`src/rtl/core/rc5_pkg.sv`:
```
// ----------------------------------------------------------------------------
// rc5_pkg
// Shared constants, types and word functions of the RC5-16/12/16 cipher core.
// ----------------------------------------------------------------------------
`default_nettype none

package rc5_pkg;

   localparam int WORD_W    = 16;
   localparam int ROT_W     = $clog2(WORD_W);
   localparam int ROUNDS    = 12;
   localparam int CELLS     = ROUNDS + 1;        // one round-key pair per cell
   localparam int KEY_WORDS = 8;
   localparam int KEY_W     = 64;
   localparam int EXP_PAIRS = 3 * CELLS;         // 3 laps of the round-key ring
   localparam int PAIR_W    = $clog2(EXP_PAIRS);
   localparam int STEP_W    = $clog2(ROUNDS + 1);
   localparam int ADDR_W    = 4;

   localparam logic [WORD_W-1:0] MAGIC_P = 16'hb7e1;
   localparam logic [WORD_W-1:0] MAGIC_Q = 16'h9e37;

   localparam logic OP_ENCRYPT = 1'b0;
   localparam logic OP_DECRYPT = 1'b1;

   localparam logic REG_KEY_LOW  = 1'b0;
   localparam logic REG_KEY_HIGH = 1'b1;

   typedef logic [WORD_W-1:0] word_type;

   typedef struct packed {
      word_type odd;
      word_type even;
   } pair_type;

   typedef enum logic [1:0] {
      CELL_HOLD = 2'd0,
      CELL_LOAD = 2'd1,
      CELL_FWD  = 2'd2,
      CELL_BWD  = 2'd3
   } cell_mode_type;

   typedef enum logic [2:0] {
      ST_IDLE   = 3'b001,
      ST_EXPAND = 3'b010,
      ST_CRYPT  = 3'b100
   } state_type;

   function automatic word_type rotl(input word_type x, input logic [ROT_W-1:0] amt);
      logic [2*WORD_W-1:0] d;
      d = {x, x} << amt;
      return d[2*WORD_W-1:WORD_W];
   endfunction

   function automatic word_type rotr(input word_type x, input logic [ROT_W-1:0] amt);
      logic [2*WORD_W-1:0] d;
      d = {x, x} >> amt;
      return d[WORD_W-1:0];
   endfunction

   // initial round-key word P + i*Q
   function automatic word_type init_word(input int idx);
      logic [31:0] v;
      v = 32'(MAGIC_P) + 32'(idx) * 32'(MAGIC_Q);
      return v[WORD_W-1:0];
   endfunction

endpackage

`default_nettype wire

```
`src/rtl/core/rc5_if.sv`:
```
// ----------------------------------------------------------------------------
// rc5_if
// Valid/ready stream interfaces for the cipher's block and result channels.
// ----------------------------------------------------------------------------
`default_nettype none

interface rc5_req_if;
   import rc5_pkg::*;
   logic       valid;
   logic       ready;
   logic       opcode;
   word_type   word_a;
   word_type   word_b;

   modport source (output valid, output opcode, output word_a, output word_b,
                   input ready);
   modport sink   (input valid, input opcode, input word_a, input word_b,
                   output ready);
endinterface

interface rc5_rsp_if;
   import rc5_pkg::*;
   logic       valid;
   logic       ready;
   word_type   result_a;
   word_type   result_b;

   modport source (output valid, output result_a, output result_b, input ready);
   modport sink   (input valid, input result_a, input result_b, output ready);
endinterface

`default_nettype wire

```
`src/rtl/core/rc5_16_block_cipher.sv`:
```
// ----------------------------------------------------------------------------
// rc5_16_block_cipher
// RC5 with 16-bit words, 12 rounds and a 128-bit key, one block at a time.
// ----------------------------------------------------------------------------
// Use: the key is written through the APB-style port (key_low at 0x0,
// key_high at 0x8, 64-bit data, paddr[3] selects the register, pready is
// always high). Blocks arrive on req (opcode 0 encrypt, 1 decrypt, word_a,
// word_b) and results leave on rsp (result_a, result_b), both valid/ready.
// Round keys live in a ring of 13 cells, one key pair each. The ring turns
// one cell a cycle while a block advances, forward for encryption and
// backward for decryption, so the round datapath always reads a fixed cell.
// One round per cycle on the single round datapath, held at the last round
// for rsp; with the key expanded, the accept edge does the whitening step.
// The first block after reset or after any key write first runs the key
// schedule, one mixing step a cycle over the ring, and then its whitening
// step and rounds. Reset clears the key registers to zero, drops the
// expanded flag and empties the result register.
// The result sits in an output register; a new block is accepted while it
// waits. If it is still untaken when the next block finishes, the core
// holds on its last round until rsp is ready.
// ----------------------------------------------------------------------------
`default_nettype none

module rc5_16_block_cipher
   import rc5_pkg::*;
(
   input  wire logic               clock,
   input  wire logic               reset,
   rc5_req_if.sink                 req,
   rc5_rsp_if.source               rsp,
   input  wire logic               psel,
   input  wire logic               penable,
   input  wire logic               pwrite,
   input  wire logic [ADDR_W-1:0]  paddr,
   input  wire logic [KEY_W-1:0]   pwdata,
   output logic [KEY_W-1:0]        prdata,
   output logic                    pready
);

   // configuration
   logic [KEY_W-1:0] key_low_ff, key_high_ff;
   logic             cfg_write;
   logic             cfg_sel;

   assign pready    = 1'b1;
   assign cfg_write = psel & penable & pwrite;
   assign cfg_sel   = paddr[3];
   assign prdata    = (cfg_sel == REG_KEY_HIGH) ? key_high_ff : key_low_ff;

   always_ff @(posedge clock) begin
      if (reset) begin
         key_low_ff  <= '0;
         key_high_ff <= '0;
      end else if (cfg_write) begin
         if (cfg_sel == REG_KEY_HIGH) begin
            key_high_ff <= pwdata;
         end else begin
            key_low_ff <= pwdata;
         end
      end
   end

   // control state
   state_type               state_ff, state_in;
   logic                    expanded_ff, expanded_in;
   logic [STEP_W-1:0]       step_ff, step_in;
   logic [PAIR_W-1:0]       pair_cnt_ff, pair_cnt_in;
   logic                    phase_ff, phase_in;
   logic                    rsp_valid_ff, rsp_valid_in;

   // payload
   logic                    op_ff, op_in;
   word_type                da_ff, da_in, db_ff, db_in;
   word_type                ka_ff, ka_in, kb_ff, kb_in;
   word_type                ra_ff, ra_in, rb_ff, rb_in;

   logic                    accept, is_idle, is_expand, is_crypt;
   logic                    first_step, last_step, out_free, advance, exp_done;

   // rings
   pair_type                s_pair [CELLS];
   word_type                l_word [KEY_WORDS];
   cell_mode_type           s_mode, l_mode;
   pair_type                wrap_pair;
   pair_type                head, tail, kp;

   // round datapath
   logic                    cur_op;
   word_type                cur_a, cur_b, enc_a, enc_b, dec_a, dec_b, new_a, new_b;
   word_type                mix_t, ka_new, sum2, kb_new, sk;

   assign is_idle   = (state_ff == ST_IDLE);
   assign is_expand = (state_ff == ST_EXPAND);
   assign is_crypt  = (state_ff == ST_CRYPT);
   assign req.ready = is_idle;
   assign accept    = req.valid & is_idle;

   assign first_step = (step_ff == '0);
   assign last_step  = (step_ff == STEP_W'(ROUNDS));
   assign out_free   = ~rsp_valid_ff | rsp.ready;
   assign advance    = (is_idle & accept & expanded_ff) |
                       (is_crypt & (~last_step | out_free));
   assign exp_done   = is_expand & phase_ff & (pair_cnt_ff == PAIR_W'(EXP_PAIRS - 1));

   assign head = s_pair[0];
   assign tail = s_pair[CELLS-1];

   // ---------------------------------------------------------------- rounds
   assign cur_op = is_idle ? req.opcode : op_ff;
   assign cur_a  = is_idle ? req.word_a : da_ff;
   assign cur_b  = is_idle ? req.word_b : db_ff;
   assign kp     = (cur_op == OP_DECRYPT) ? tail : head;

   always_comb begin
      word_type t;
      t = '0;
      // encryption: whitening on the first step, then one round a step
      if (first_step) begin
         enc_a = cur_a + kp.even;
         enc_b = cur_b + kp.odd;
      end else begin
         enc_a = rotl(cur_a ^ cur_b, cur_b[ROT_W-1:0]) + kp.even;
         enc_b = rotl(cur_b ^ enc_a, enc_a[ROT_W-1:0]) + kp.odd;
      end
      // decryption: rounds from the top, whitening removed on the last step
      if (last_step) begin
         dec_b = cur_b - kp.odd;
         dec_a = cur_a - kp.even;
      end else begin
         t     = cur_b - kp.odd;
         dec_b = rotr(t, cur_a[ROT_W-1:0]) ^ cur_a;
         t     = cur_a - kp.even;
         dec_a = rotr(t, dec_b[ROT_W-1:0]) ^ dec_b;
      end
      new_a = (cur_op == OP_DECRYPT) ? dec_a : enc_a;
      new_b = (cur_op == OP_DECRYPT) ? dec_b : enc_b;
   end

   // ---------------------------------------------------------- key schedule
   assign sk     = phase_ff ? head.odd : head.even;
   assign mix_t  = sk + ka_ff + kb_ff;
   assign ka_new = rotl(mix_t, ROT_W'(3));
   assign sum2   = ka_new + kb_ff;
   assign kb_new = rotl(l_word[0] + sum2, sum2[ROT_W-1:0]);

   // the mixed pair re-enters the ring at the far end
   always_comb begin
      wrap_pair = head;
      if (is_expand) begin
         wrap_pair.even = ka_ff;
         wrap_pair.odd  = ka_new;
      end
   end

   always_comb begin
      s_mode = CELL_HOLD;
      l_mode = CELL_HOLD;
      if (is_idle & accept & ~expanded_ff) begin
         s_mode = CELL_LOAD;
         l_mode = CELL_LOAD;
      end else if (is_expand) begin
         l_mode = CELL_FWD;
         if (phase_ff) begin
            s_mode = CELL_FWD;
         end
      end else if (advance) begin
         s_mode = (cur_op == OP_DECRYPT) ? CELL_BWD : CELL_FWD;
      end
   end

   for (genvar i = 0; i < CELLS; i++) begin : g_scell
      pair_type load_p, next_p;
      assign load_p.even = init_word(2 * i);
      assign load_p.odd  = init_word(2 * i + 1);
      if (i == CELLS - 1) begin : g_end
         assign next_p = wrap_pair;
      end else begin : g_mid
         assign next_p = s_pair[i+1];
      end
      rc5_cell u_cell (
         .clock     (clock),
         .mode      (s_mode),
         .load_pair (load_p),
         .next_pair (next_p),
         .prev_pair (s_pair[(i + CELLS - 1) % CELLS]),
         .pair      (s_pair[i])
      );
   end

   for (genvar j = 0; j < KEY_WORDS; j++) begin : g_kcell
      word_type load_w, next_w;
      if (j < KEY_WORDS / 2) begin : g_lo
         assign load_w = key_low_ff[WORD_W*j +: WORD_W];
      end else begin : g_hi
         assign load_w = key_high_ff[WORD_W*(j - KEY_WORDS/2) +: WORD_W];
      end
      if (j == KEY_WORDS - 1) begin : g_end
         assign next_w = kb_new;
      end else begin : g_mid
         assign next_w = l_word[j+1];
      end
      rc5_kcell u_kcell (
         .clock     (clock),
         .mode      (l_mode),
         .load_word (load_w),
         .next_word (next_w),
         .kword     (l_word[j])
      );
   end

   // ----------------------------------------------------------- sequencing
   always_comb begin
      state_in     = state_ff;
      expanded_in  = expanded_ff;
      step_in      = step_ff;
      pair_cnt_in  = pair_cnt_ff;
      phase_in     = phase_ff;
      rsp_valid_in = rsp_valid_ff & ~rsp.ready;
      op_in        = op_ff;
      da_in        = da_ff;
      db_in        = db_ff;
      ka_in        = ka_ff;
      kb_in        = kb_ff;
      ra_in        = ra_ff;
      rb_in        = rb_ff;

      unique case (state_ff)
         ST_IDLE: begin
            if (accept) begin
               op_in = req.opcode;
               if (expanded_ff) begin
                  da_in    = new_a;
                  db_in    = new_b;
                  step_in  = STEP_W'(1);
                  state_in = ST_CRYPT;
               end else begin
                  da_in       = req.word_a;
                  db_in       = req.word_b;
                  ka_in       = '0;
                  kb_in       = '0;
                  pair_cnt_in = '0;
                  phase_in    = 1'b0;
                  state_in    = ST_EXPAND;
               end
            end
         end
         ST_EXPAND: begin
            ka_in    = ka_new;
            kb_in    = kb_new;
            phase_in = ~phase_ff;
            if (phase_ff) begin
               pair_cnt_in = pair_cnt_ff + PAIR_W'(1);
            end
            if (exp_done) begin
               expanded_in = 1'b1;
               step_in     = '0;
               state_in    = ST_CRYPT;
            end
         end
         ST_CRYPT: begin
            if (advance) begin
               if (last_step) begin
                  ra_in        = new_a;
                  rb_in        = new_b;
                  rsp_valid_in = 1'b1;
                  step_in      = '0;
                  state_in     = ST_IDLE;
               end else begin
                  da_in   = new_a;
                  db_in   = new_b;
                  step_in = step_ff + STEP_W'(1);
               end
            end
         end
         default: begin
            state_in = ST_IDLE;
         end
      endcase

      if (cfg_write) begin
         expanded_in = 1'b0;
      end
   end

   always_ff @(posedge clock) begin
      if (reset) begin
         state_ff     <= ST_IDLE;
         expanded_ff  <= 1'b0;
         step_ff      <= '0;
         pair_cnt_ff  <= '0;
         phase_ff     <= 1'b0;
         rsp_valid_ff <= 1'b0;
      end else begin
         state_ff     <= state_in;
         expanded_ff  <= expanded_in;
         step_ff      <= step_in;
         pair_cnt_ff  <= pair_cnt_in;
         phase_ff     <= phase_in;
         rsp_valid_ff <= rsp_valid_in;
      end
   end

   always_ff @(posedge clock) begin
      op_ff <= op_in;
      da_ff <= da_in;
      db_ff <= db_in;
      ka_ff <= ka_in;
      kb_ff <= kb_in;
      ra_ff <= ra_in;
      rb_ff <= rb_in;
   end

   assign rsp.valid    = rsp_valid_ff;
   assign rsp.result_a = ra_ff;
   assign rsp.result_b = rb_ff;

endmodule

`default_nettype wire

```
`src/rtl/core/rc5_cell.sv`:
```
// ----------------------------------------------------------------------------
// rc5_cell
// One cell of the round-key ring: holds a pair of round keys and takes its
// neighbour's pair when the ring turns forward or backward.
// ----------------------------------------------------------------------------
`default_nettype none

module rc5_cell
   import rc5_pkg::*;
(
   input  wire logic          clock,
   input  wire cell_mode_type mode,
   input  wire pair_type      load_pair,
   input  wire pair_type      next_pair,
   input  wire pair_type      prev_pair,
   output pair_type           pair
);

   pair_type pair_ff, pair_in;

   always_comb begin
      unique case (mode)
         CELL_LOAD: pair_in = load_pair;
         CELL_FWD:  pair_in = next_pair;
         CELL_BWD:  pair_in = prev_pair;
         default:   pair_in = pair_ff;
      endcase
   end

   always_ff @(posedge clock) begin
      pair_ff <= pair_in;
   end

   assign pair = pair_ff;

endmodule

`default_nettype wire

```
`src/rtl/core/rc5_kcell.sv`:
```
// ----------------------------------------------------------------------------
// rc5_kcell
// One cell of the key-word ring used by the key schedule: holds one key word
// and takes its neighbour's word at every mixing step.
// ----------------------------------------------------------------------------
`default_nettype none

module rc5_kcell
   import rc5_pkg::*;
(
   input  wire logic          clock,
   input  wire cell_mode_type mode,
   input  wire word_type      load_word,
   input  wire word_type      next_word,
   output word_type           kword
);

   word_type word_ff, word_in;

   always_comb begin
      unique case (mode)
         CELL_LOAD: word_in = load_word;
         CELL_FWD:  word_in = next_word;
         default:   word_in = word_ff;
      endcase
   end

   always_ff @(posedge clock) begin
      word_ff <= word_in;
   end

   assign kword = word_ff;

endmodule

`default_nettype wire
```
`src/flat_wrapper.sv`:
```
// flat-port wrapper written by rule: the top's interface ports become plain ports
module rc5_16_block_cipher_flat import rc5_pkg::*;
  (clock, reset, psel, penable, pwrite, paddr, pwdata, prdata, pready, req_valid, req_opcode, req_word_a, req_word_b, req_ready, rsp_valid, rsp_result_a, rsp_result_b, rsp_ready);
  rc5_req_if req_i ();
  rc5_rsp_if rsp_i ();
  input  wire logic clock;
  input  wire logic reset;
  input  wire logic psel;
  input  wire logic penable;
  input  wire logic pwrite;
  input  wire logic [ADDR_W-1:0] paddr;
  input  wire logic [KEY_W-1:0] pwdata;
  output logic [KEY_W-1:0] prdata;
  output logic pready;
  input wire logic [$bits(req_i.valid)-1:0] req_valid;
  input wire logic [$bits(req_i.opcode)-1:0] req_opcode;
  input wire logic [$bits(req_i.word_a)-1:0] req_word_a;
  input wire logic [$bits(req_i.word_b)-1:0] req_word_b;
  output wire logic [$bits(req_i.ready)-1:0] req_ready;
  output wire logic [$bits(rsp_i.valid)-1:0] rsp_valid;
  output wire logic [$bits(rsp_i.result_a)-1:0] rsp_result_a;
  output wire logic [$bits(rsp_i.result_b)-1:0] rsp_result_b;
  input wire logic [$bits(rsp_i.ready)-1:0] rsp_ready;
  assign req_i.valid = req_valid;
  assign req_i.opcode = req_opcode;
  assign req_i.word_a = req_word_a;
  assign req_i.word_b = req_word_b;
  assign req_ready = req_i.ready;
  assign rsp_valid = rsp_i.valid;
  assign rsp_result_a = rsp_i.result_a;
  assign rsp_result_b = rsp_i.result_b;
  assign rsp_i.ready = rsp_ready;
  rc5_16_block_cipher u_core (.clock(clock), .reset(reset), .req(req_i), .rsp(rsp_i), .psel(psel), .penable(penable), .pwrite(pwrite), .paddr(paddr), .pwdata(pwdata), .prdata(prdata), .pready(pready));
endmodule
```
`config.mk`:
```
export PLATFORM = sky130hd
export DESIGN_NAME = rc5_16_block_cipher_flat
export DESIGN_NICKNAME = d
export VERILOG_FILES = /design/src/rtl/core/rc5_pkg.sv /design/src/rtl/core/rc5_if.sv /design/src/rtl/core/rc5_16_block_cipher.sv /design/src/rtl/core/rc5_cell.sv /design/src/rtl/core/rc5_kcell.sv /design/src/flat_wrapper.sv
export SDC_FILE = /design/constraint.sdc
export NUM_CORES = 2
export LEC_CHECK = 0
export BUFFER_PORTS_ARGS = -buffer_cell sky130_fd_sc_hd__buf_4
export CORE_MARGIN = 4
export CORE_UTILIZATION = 30
export CTS_CLUSTER_DIAMETER = 30
export DETAILED_ROUTE_END_ITERATION = 10
export SKIP_LAST_GASP = 1
export SYNTH_ARGS = -nofsm -noshare
export SYNTH_HDL_FRONTEND = slang
export SYNTH_HIERARCHICAL = 1
export SYNTH_SLANG_ARGS = --single-unit
```
`constraint.sdc`:
```
create_clock -name clock -period 13.3 [get_ports clock]
set_input_delay 1.995 -clock clock [delete_from_list [all_inputs] [get_ports clock]]
set_output_delay 1.995 -clock clock [all_outputs]
set_load 0.05 [all_outputs]
```
* Word-level counts from Yosys, hierarchy flattened
Index checks and enable logic that the tools add are counted.
** Storage, ports and cells
- Logic and storage cells :: 201
- Latch bits :: 0
- Output and inout port bits :: 99
- Bits in writable memories :: 0
- Bits in registers :: 785
- ROM bits :: 0
- Bits of input ports :: 108
- Memories :: 0
** Operators by class
- Divide/modulo/power cells :: 0
- Reductions and logical operators :: 17
- Add/subtract/negate cells :: 12
- Equal/unequal tests :: 18
- Magnitude comparators :: 0
- $mul :: 0
- Bitwise operators :: 23
- Shift-type cells :: 5
- Multiplexer cells :: 77
** Operator list (count)
- case mux 32 bit (3 select lines) :: 13
- case mux 16 bit (2 select lines) :: 12
- two-way mux 16 bit :: 19
- adder 16 bit :: 8
- << shifter 32 x 4 -> 32 bit :: 3
- two-way mux 32 bit :: 2
- two-way mux 64 bit :: 1
- >> shifter 32 x 4 -> 16 bit :: 2
- bitwise XOR 16 bit :: 4
- subtractor 16 bit :: 2
- two-way mux 4 bit :: 5
- two-way mux 6 bit :: 3
- two-way mux 3 bit :: 5
- two-way mux 2 bit :: 6
- case mux 4 bit (3 select lines) :: 1
- case mux 6 bit (2 select lines) :: 1
- AND reduction 4 bit :: 3
- bitwise AND 1 bit :: 10
- inequality test 2 bit (second input constant) :: 5
- case mux 3 bit (3 select lines) :: 1
- AND reduction 2 bit :: 4
- two-way mux 1 bit :: 7
- adder 6 x 1 -> 6 bit (second input constant) :: 1
- equality test 2 bit (second input constant) :: 3
- other kinds (17) :: 31

* Depth between registers and ports, before layout
- Depth in word-level cells :: 13
- Depth in mapped cells :: 48
- Mapped depth without buffers :: 46

* By module
Netlist, hierarchy kept.
** By module, submodules not included
- rc5_16_block_cipher :: area each 23114.7 um2, cells an instance 2946, seq. area each 5795.6 um2, times used 1
- rc5_cell :: area each 1672.9 um2, cells an instance 140, seq. area each 960.9 um2, times used 13
- rc5_kcell :: area each 749.5 um2, cells an instance 37, seq. area each 480.5 um2, times used 8

* Worst setup path after synthesis
OpenSTA, ideal clock, no wires.
- Path type :: input -> register
- Start point :: input port req_word_b[0]
- End point :: register u_core.db_ff[15], data pin
- Stages on the path :: 43
- Required time :: 13040 ps
- Arrival time :: 9668 ps
- Setup time :: 260 ps
- Slack :: 3372 ps
- Buffers on the path :: 3
- Path through :: mux2_2 > clkbuf_1 > buf_2 > buf_1 > nand2_1 > nand3_1 > a21boi_0 > mux2i_1 > mux2i_1 > mux2i_1 > ha_1 > inv_1 > fa_1 > nor2b_1 > o21ai_0 > a21boi_0 > o21ai_0 > a21oi_1 > [7 not listed] > nand2_1 > a22oi_1 > ha_1 > a21o_1 > a21oi_1 > o21bai_1 > a21o_1 > a21o_1 > a21oi_1 > o21bai_1 > a2111o_1 > a41oi_1 > o21bai_1 > a21oi_1 > xnor2_1 > xnor2_1 > mux2i_1 > mux2_2
** Between the ends
- Word-level cells in the longest chain between the ends :: 12
- Elaborated cells on any way between the ends :: 19
- Classes of those cells :: 4 x add/sub; 3 x shift; 9 x mux; 3 x bitwise
** RTL lines
- start: declaration :: RTL line flat_wrapper.sv:18 : input wire logic [$bits(req_i.word_b)-1:0] req_word_b;
- two-way mux 16 bit * :: RTL line rc5_16_block_cipher.sv:111 : assign cur_b = is_idle ? req.word_b : db_ff;
- bitwise XOR 16 bit :: RTL line rc5_16_block_cipher.sv:122 : enc_a = rotl(cur_a ^ cur_b, cur_b[ROT_W-1:0]) + kp.even;
- << shifter 32 x 4 -> 32 bit :: RTL line rc5_pkg.sv:51 : d = {x, x} << amt;
- adder 16 bit :: RTL line rc5_16_block_cipher.sv:122
- bitwise XOR 16 bit :: RTL line rc5_16_block_cipher.sv:123 : enc_b = rotl(cur_b ^ enc_a, enc_a[ROT_W-1:0]) + kp.odd;
- << shifter 32 x 4 -> 32 bit :: RTL line rc5_pkg.sv:51
- adder 16 bit :: RTL line rc5_16_block_cipher.sv:123
- two-way mux 16 bit :: RTL line rc5_16_block_cipher.sv:118 : if (first_step) begin
- two-way mux 16 bit * :: RTL line rc5_16_block_cipher.sv:136 : new_b = (cur_op == OP_DECRYPT) ? dec_b : enc_b;
- named net u_core.new_b[15] :: RTL line rc5_16_block_cipher.sv:89 : word_type cur_a, cur_b, enc_a, enc_b, dec_a, dec_b, new_a, new_b;
- two-way mux 16 bit (on tied branches) :: RTL line rc5_16_block_cipher.sv:262, rc5_16_block_cipher.sv:231
- two-way mux 16 bit (on tied branches) :: RTL line rc5_16_block_cipher.sv:261, rc5_16_block_cipher.sv:229
- case mux 16 bit (2 select lines) * :: RTL line rc5_16_block_cipher.sv:227 : unique case (state_ff)
- named net u_core.db_in[15] :: RTL line rc5_16_block_cipher.sv:73 : word_type da_ff, da_in, db_ff, db_in;
- end signal: assignment :: RTL line rc5_16_block_cipher.sv:306 : db_ff <= db_in;
- end: declaration :: RTL line rc5_16_block_cipher.sv:73
Mark *: on every way through the listed nets, which the timed path passes. The rest lies on a longest branch. The select of a mux whose other input is x is not followed.
A chain may end at the register's enable or synchronous reset.

* Worst setup path after layout
Same ends and word-level chain as after synthesis.

==> results_dict.tcl <==
set metrics [dict create \
    status "finished, final reports clean" \
    dp.cells 7623 \
    routed-via-count 39400 \
    ioPinCount 207 \
    cp-startpoint "req_word_b[0]" \
    layout_common_cells "a21oi_1, edfxtp_1, nor2_1" \
    p_comb_share_pct 51.5 \
    gp_congestion 0.9410 \
    area_growth_pct 20.05 \
    synth-async-reset-ratio_pct 0 \
    muxShareOfSynthArea_pct 17.89 \
    ys_seq_elements 785 \
    p_leak_nw 24.48 \
    grt_use_met1_pct 23.78 \
    grtUsageTotal_pct 17.31 \
    synth_cells 5062 \
    p_switching_mw 6.677 \
    timing.critical_path.mode_cell "mux2i_1" \
    grt_max_degree 193 \
    portBuffers 202 \
    timing.rr.start "u_core/state_ff[1]$_SDFFE_PP0P_" \
    internal_power_mw 8.816 \
    cp-end-kind "flop" \
    cts_max_level 4 \
    arrival_ns 11.73 \
    setup-tns-final_ns 0 \
    p_clk_share_pct 28.2 \
    syn_area_mm2 0.05086 \
    design.die.area_mm2 0.1762 \
    numCtsBuffers 167 \
    antenna_found_initial 1 \
    fp.dieW_um 419.7 \
    drtIter0Drc 3789 \
    core_area_mm2 0.1678 \
    critical_path_class "primary input to flop" \
    start_util_pct 30.31 \
    hold_start "u_core/key_high_ff[45]$_SDFFE_PP0P_" \
    path_max_fanout 26 \
    avgSynthCellArea_um2 10.05 \
    routedWlPerCell_um 19.91 \
    hold_viol 0 \
    fmaxAchievable_ghz 0.08942 \
    relSlewSlack_pct 23.80 \
    layout.nets 5852 \
    post_cts_resized 0 \
    synthXorXnorAreaFrac_pct 3.196 \
    clockBufferDepth 3 \
    rsz0062_at_grt "false" \
    finClkSkew_ns 0.06910 \
    worstHoldPathType "flop to flop" \
    clock_sinks 785 \
    clk_pin_slew_ns 0.05 \
    switching_share_pct 43.10 \
    ir_drop_mv 0.3204 \
    cp.required_ns 13.85 \
    synth_fa_ha_area_share_pct 4.177 \
    drt_pass1_iterations 6 \
    ys_warn_count 6 \
    synthDistinctLibCells 105 \
    synth_top_family_by_area "multiplexers" \
    grt-ovfl-total 0 \
    wirelength_mm 158.0 \
    synth_simple_gate_area_share_pct 12.18 \
    finalSetupViolCount 0 \
    max_cap_violations 0 \
    finalCriticalPeriod_ns 11.18 \
    grt_pass1_wl_mm 233.4 \
    layout_commonest_cell "a21oi_1" \
    holdPathStages 2 \
    cts_tree "done" \
    post-dp-hpwl_mm 111.8 \
    grt.busiest_layer "met2" \
    timing.final.crit_share_pct 84.08 \
    cts_root_buf "clkbuf_16" \
    drv_slew 0 \
    clk_latency_ns 0.80 \
    grt_use_met2_pct 27.43 \
    start_kind "primary input" \
    crit_slowest_cell "clkinv_1" \
    postCtsHoldBufs 0 \
    p_seq_share_pct 20.4 \
    grt_pass1_vias 37540 \
    die_h_um 419.7 \
    rows 150 \
    ys_seq_area_share_pct 43.52 \
    synth-edff-count 641 \
    power.density_mw_per_mm2 253.8 \
    final_cells 7936 \
    ant_nets 0 \
    yosys_most_used_dff "edfxtp_1" \
    post_cts_buffers 0 \
    avgViaCountPerCell 4.965 \
    layout-drive-gt1-share_pct 15.25 \
    grt_use_met3_pct 3.021 \
    drcViolationCount 0 \
    cpPeakStageDelay_ns 0.81 \
    r2r_cells 41 \
    synth-compound-area-share_pct 13.53 \
    worst_pin_slew_ns 1.143 \
]
==> path summary, 6_finish.rpt <==
check | endpoint | slack [ns]
setup / recovery | u_core/db_ff[15]$_DFFE_PP_ | 2.12
hold / removal | u_core/key_high_ff[45]$_SDFFE_PP0P_ | 0.47
setup reg to reg | u_core/db_ff[15]$_DFFE_PP_ | 2.40
hold reg to reg | u_core/key_high_ff[45]$_SDFFE_PP0P_ | 0.47
==> cell type report <==
type | count | area [µm²]
diodes | 2 | 5.005
repair buffers | 275 | 2090
multi-input cells | 4233 | 27580
inverters | 126 | 480.5
flip-flops and latches | 785 | 22130
well taps | 2204 | 2758
clock inverters | 102 | 1485
clock buffers | 209 | 4523
fillers | 16730 | 106700
==> flip-flops by register name, summed over array words and instances, names as in the netlist, 3 cells and up <==
signal	cells
u_core/g_kcell.u_kcell/kword	128
u_core/db_ff	16
u_core/rsp.result_b	16
u_core/kb_ff	16
u_core/key_low_ff	64
u_core/g_scell.u_cell/pair	416
u_core/key_high_ff	64
u_core/da_ff	16
u_core/step_ff	4
u_core/ka_ff	16
u_core/rsp.result_a	16
u_core/state_ff	3
u_core/pair_cnt_ff	6
==> metal layers <==
metal	up-vias	wire [µm]
li1	18960	-
met1	18910	70840
met2	1289	72090
met3	235	10270
met4	0	4820
met5	-	0
==> cell families (layout without fill, tap and decap cells) <==
group | after synthesis | in the layout
AND/OR/NAND/NOR | 1487 | 1487
other | 2 | 419
adder cells (fa/ha/maj) | 156 | 156
multiplexers | 835 | 835
buffers and inverters | 459 | 712
AO/OA/AOI/OAI | 1163 | 1163
XOR/XNOR | 175 | 175
flip-flops | 785 | 785
==> power by group through the flow <==
stage	clock (mW)	sequential [mW]	combinational, mW
after floorplan	0	3.12	5.70
after global placement	0	3.19	7.68
after detailed placement	0	3.20	7.79
after CTS	4.45	3.16	7.83
after global routing	4.57	3.18	8.67
final	4.37	3.15	7.97
==> cells in the mapped netlist (42+ instances only) <==
master | n | area [µm²]
a211oi_1 | 53 | 397.9
a21o_1 | 50 | 375.4
a21oi_1 | 708 | 3543
and2_1 | 51 | 319.1
buf_12 | 47 | 940.9
buf_2 | 51 | 255.2
clkbuf_1 | 169 | 634.4
dfxtp_1 | 144 | 2883
edfxtp_1 | 641 | 19250
ha_1 | 133 | 1664
inv_1 | 118 | 442.9
mux2_2 | 166 | 1869
mux2_4 | 82 | 1231
mux2i_1 | 575 | 5756
nand2_1 | 605 | 2271
nor2_1 | 612 | 2297
nor3_1 | 49 | 245.2
o21ai_0 | 105 | 525.5
xnor2_1 | 126 | 1104
xor2_1 | 42 | 367.9
==> worst max-delay path, delay by kind of cell <==
kind / cells / cell delay, ns
AOI/OAI and AO/OA: 21 / 4.88
xor gates and xnor gates: 3 / 0.70
adders and majority gates: 3 / 0.77
buffers and inverters: 3 / 0.98
muxes: 9 / 2.24
and+or+nand+nor: 2 / 0.15
==> through the flow <==
| stage | util [%] | power, mW | hold slack (ns) | worst slack (ns) | cell area [µm²] |
|---|---|---|---|---|---|
| after detailed placement | 32.81 | 10.98 | 0.4660 | 1.475 | 55040 |
| after CTS | 36.39 | 15.43 | 0.4707 | 2.310 | 61050 |
| final | 36.39 | 15.49 | 0.4658 | 2.117 | 61060 |
| after global routing | 36.39 | 16.42 | 0.4930 | 1.401 | 61050 |
| after floorplan | - | 8.813 | 0.4434 | 3.372 | 52420 |
| after global placement | 32.81 | 10.87 | 0.4521 | 1.460 | 55040 |
Note: power is estimated with default switching activity, not from simulation.
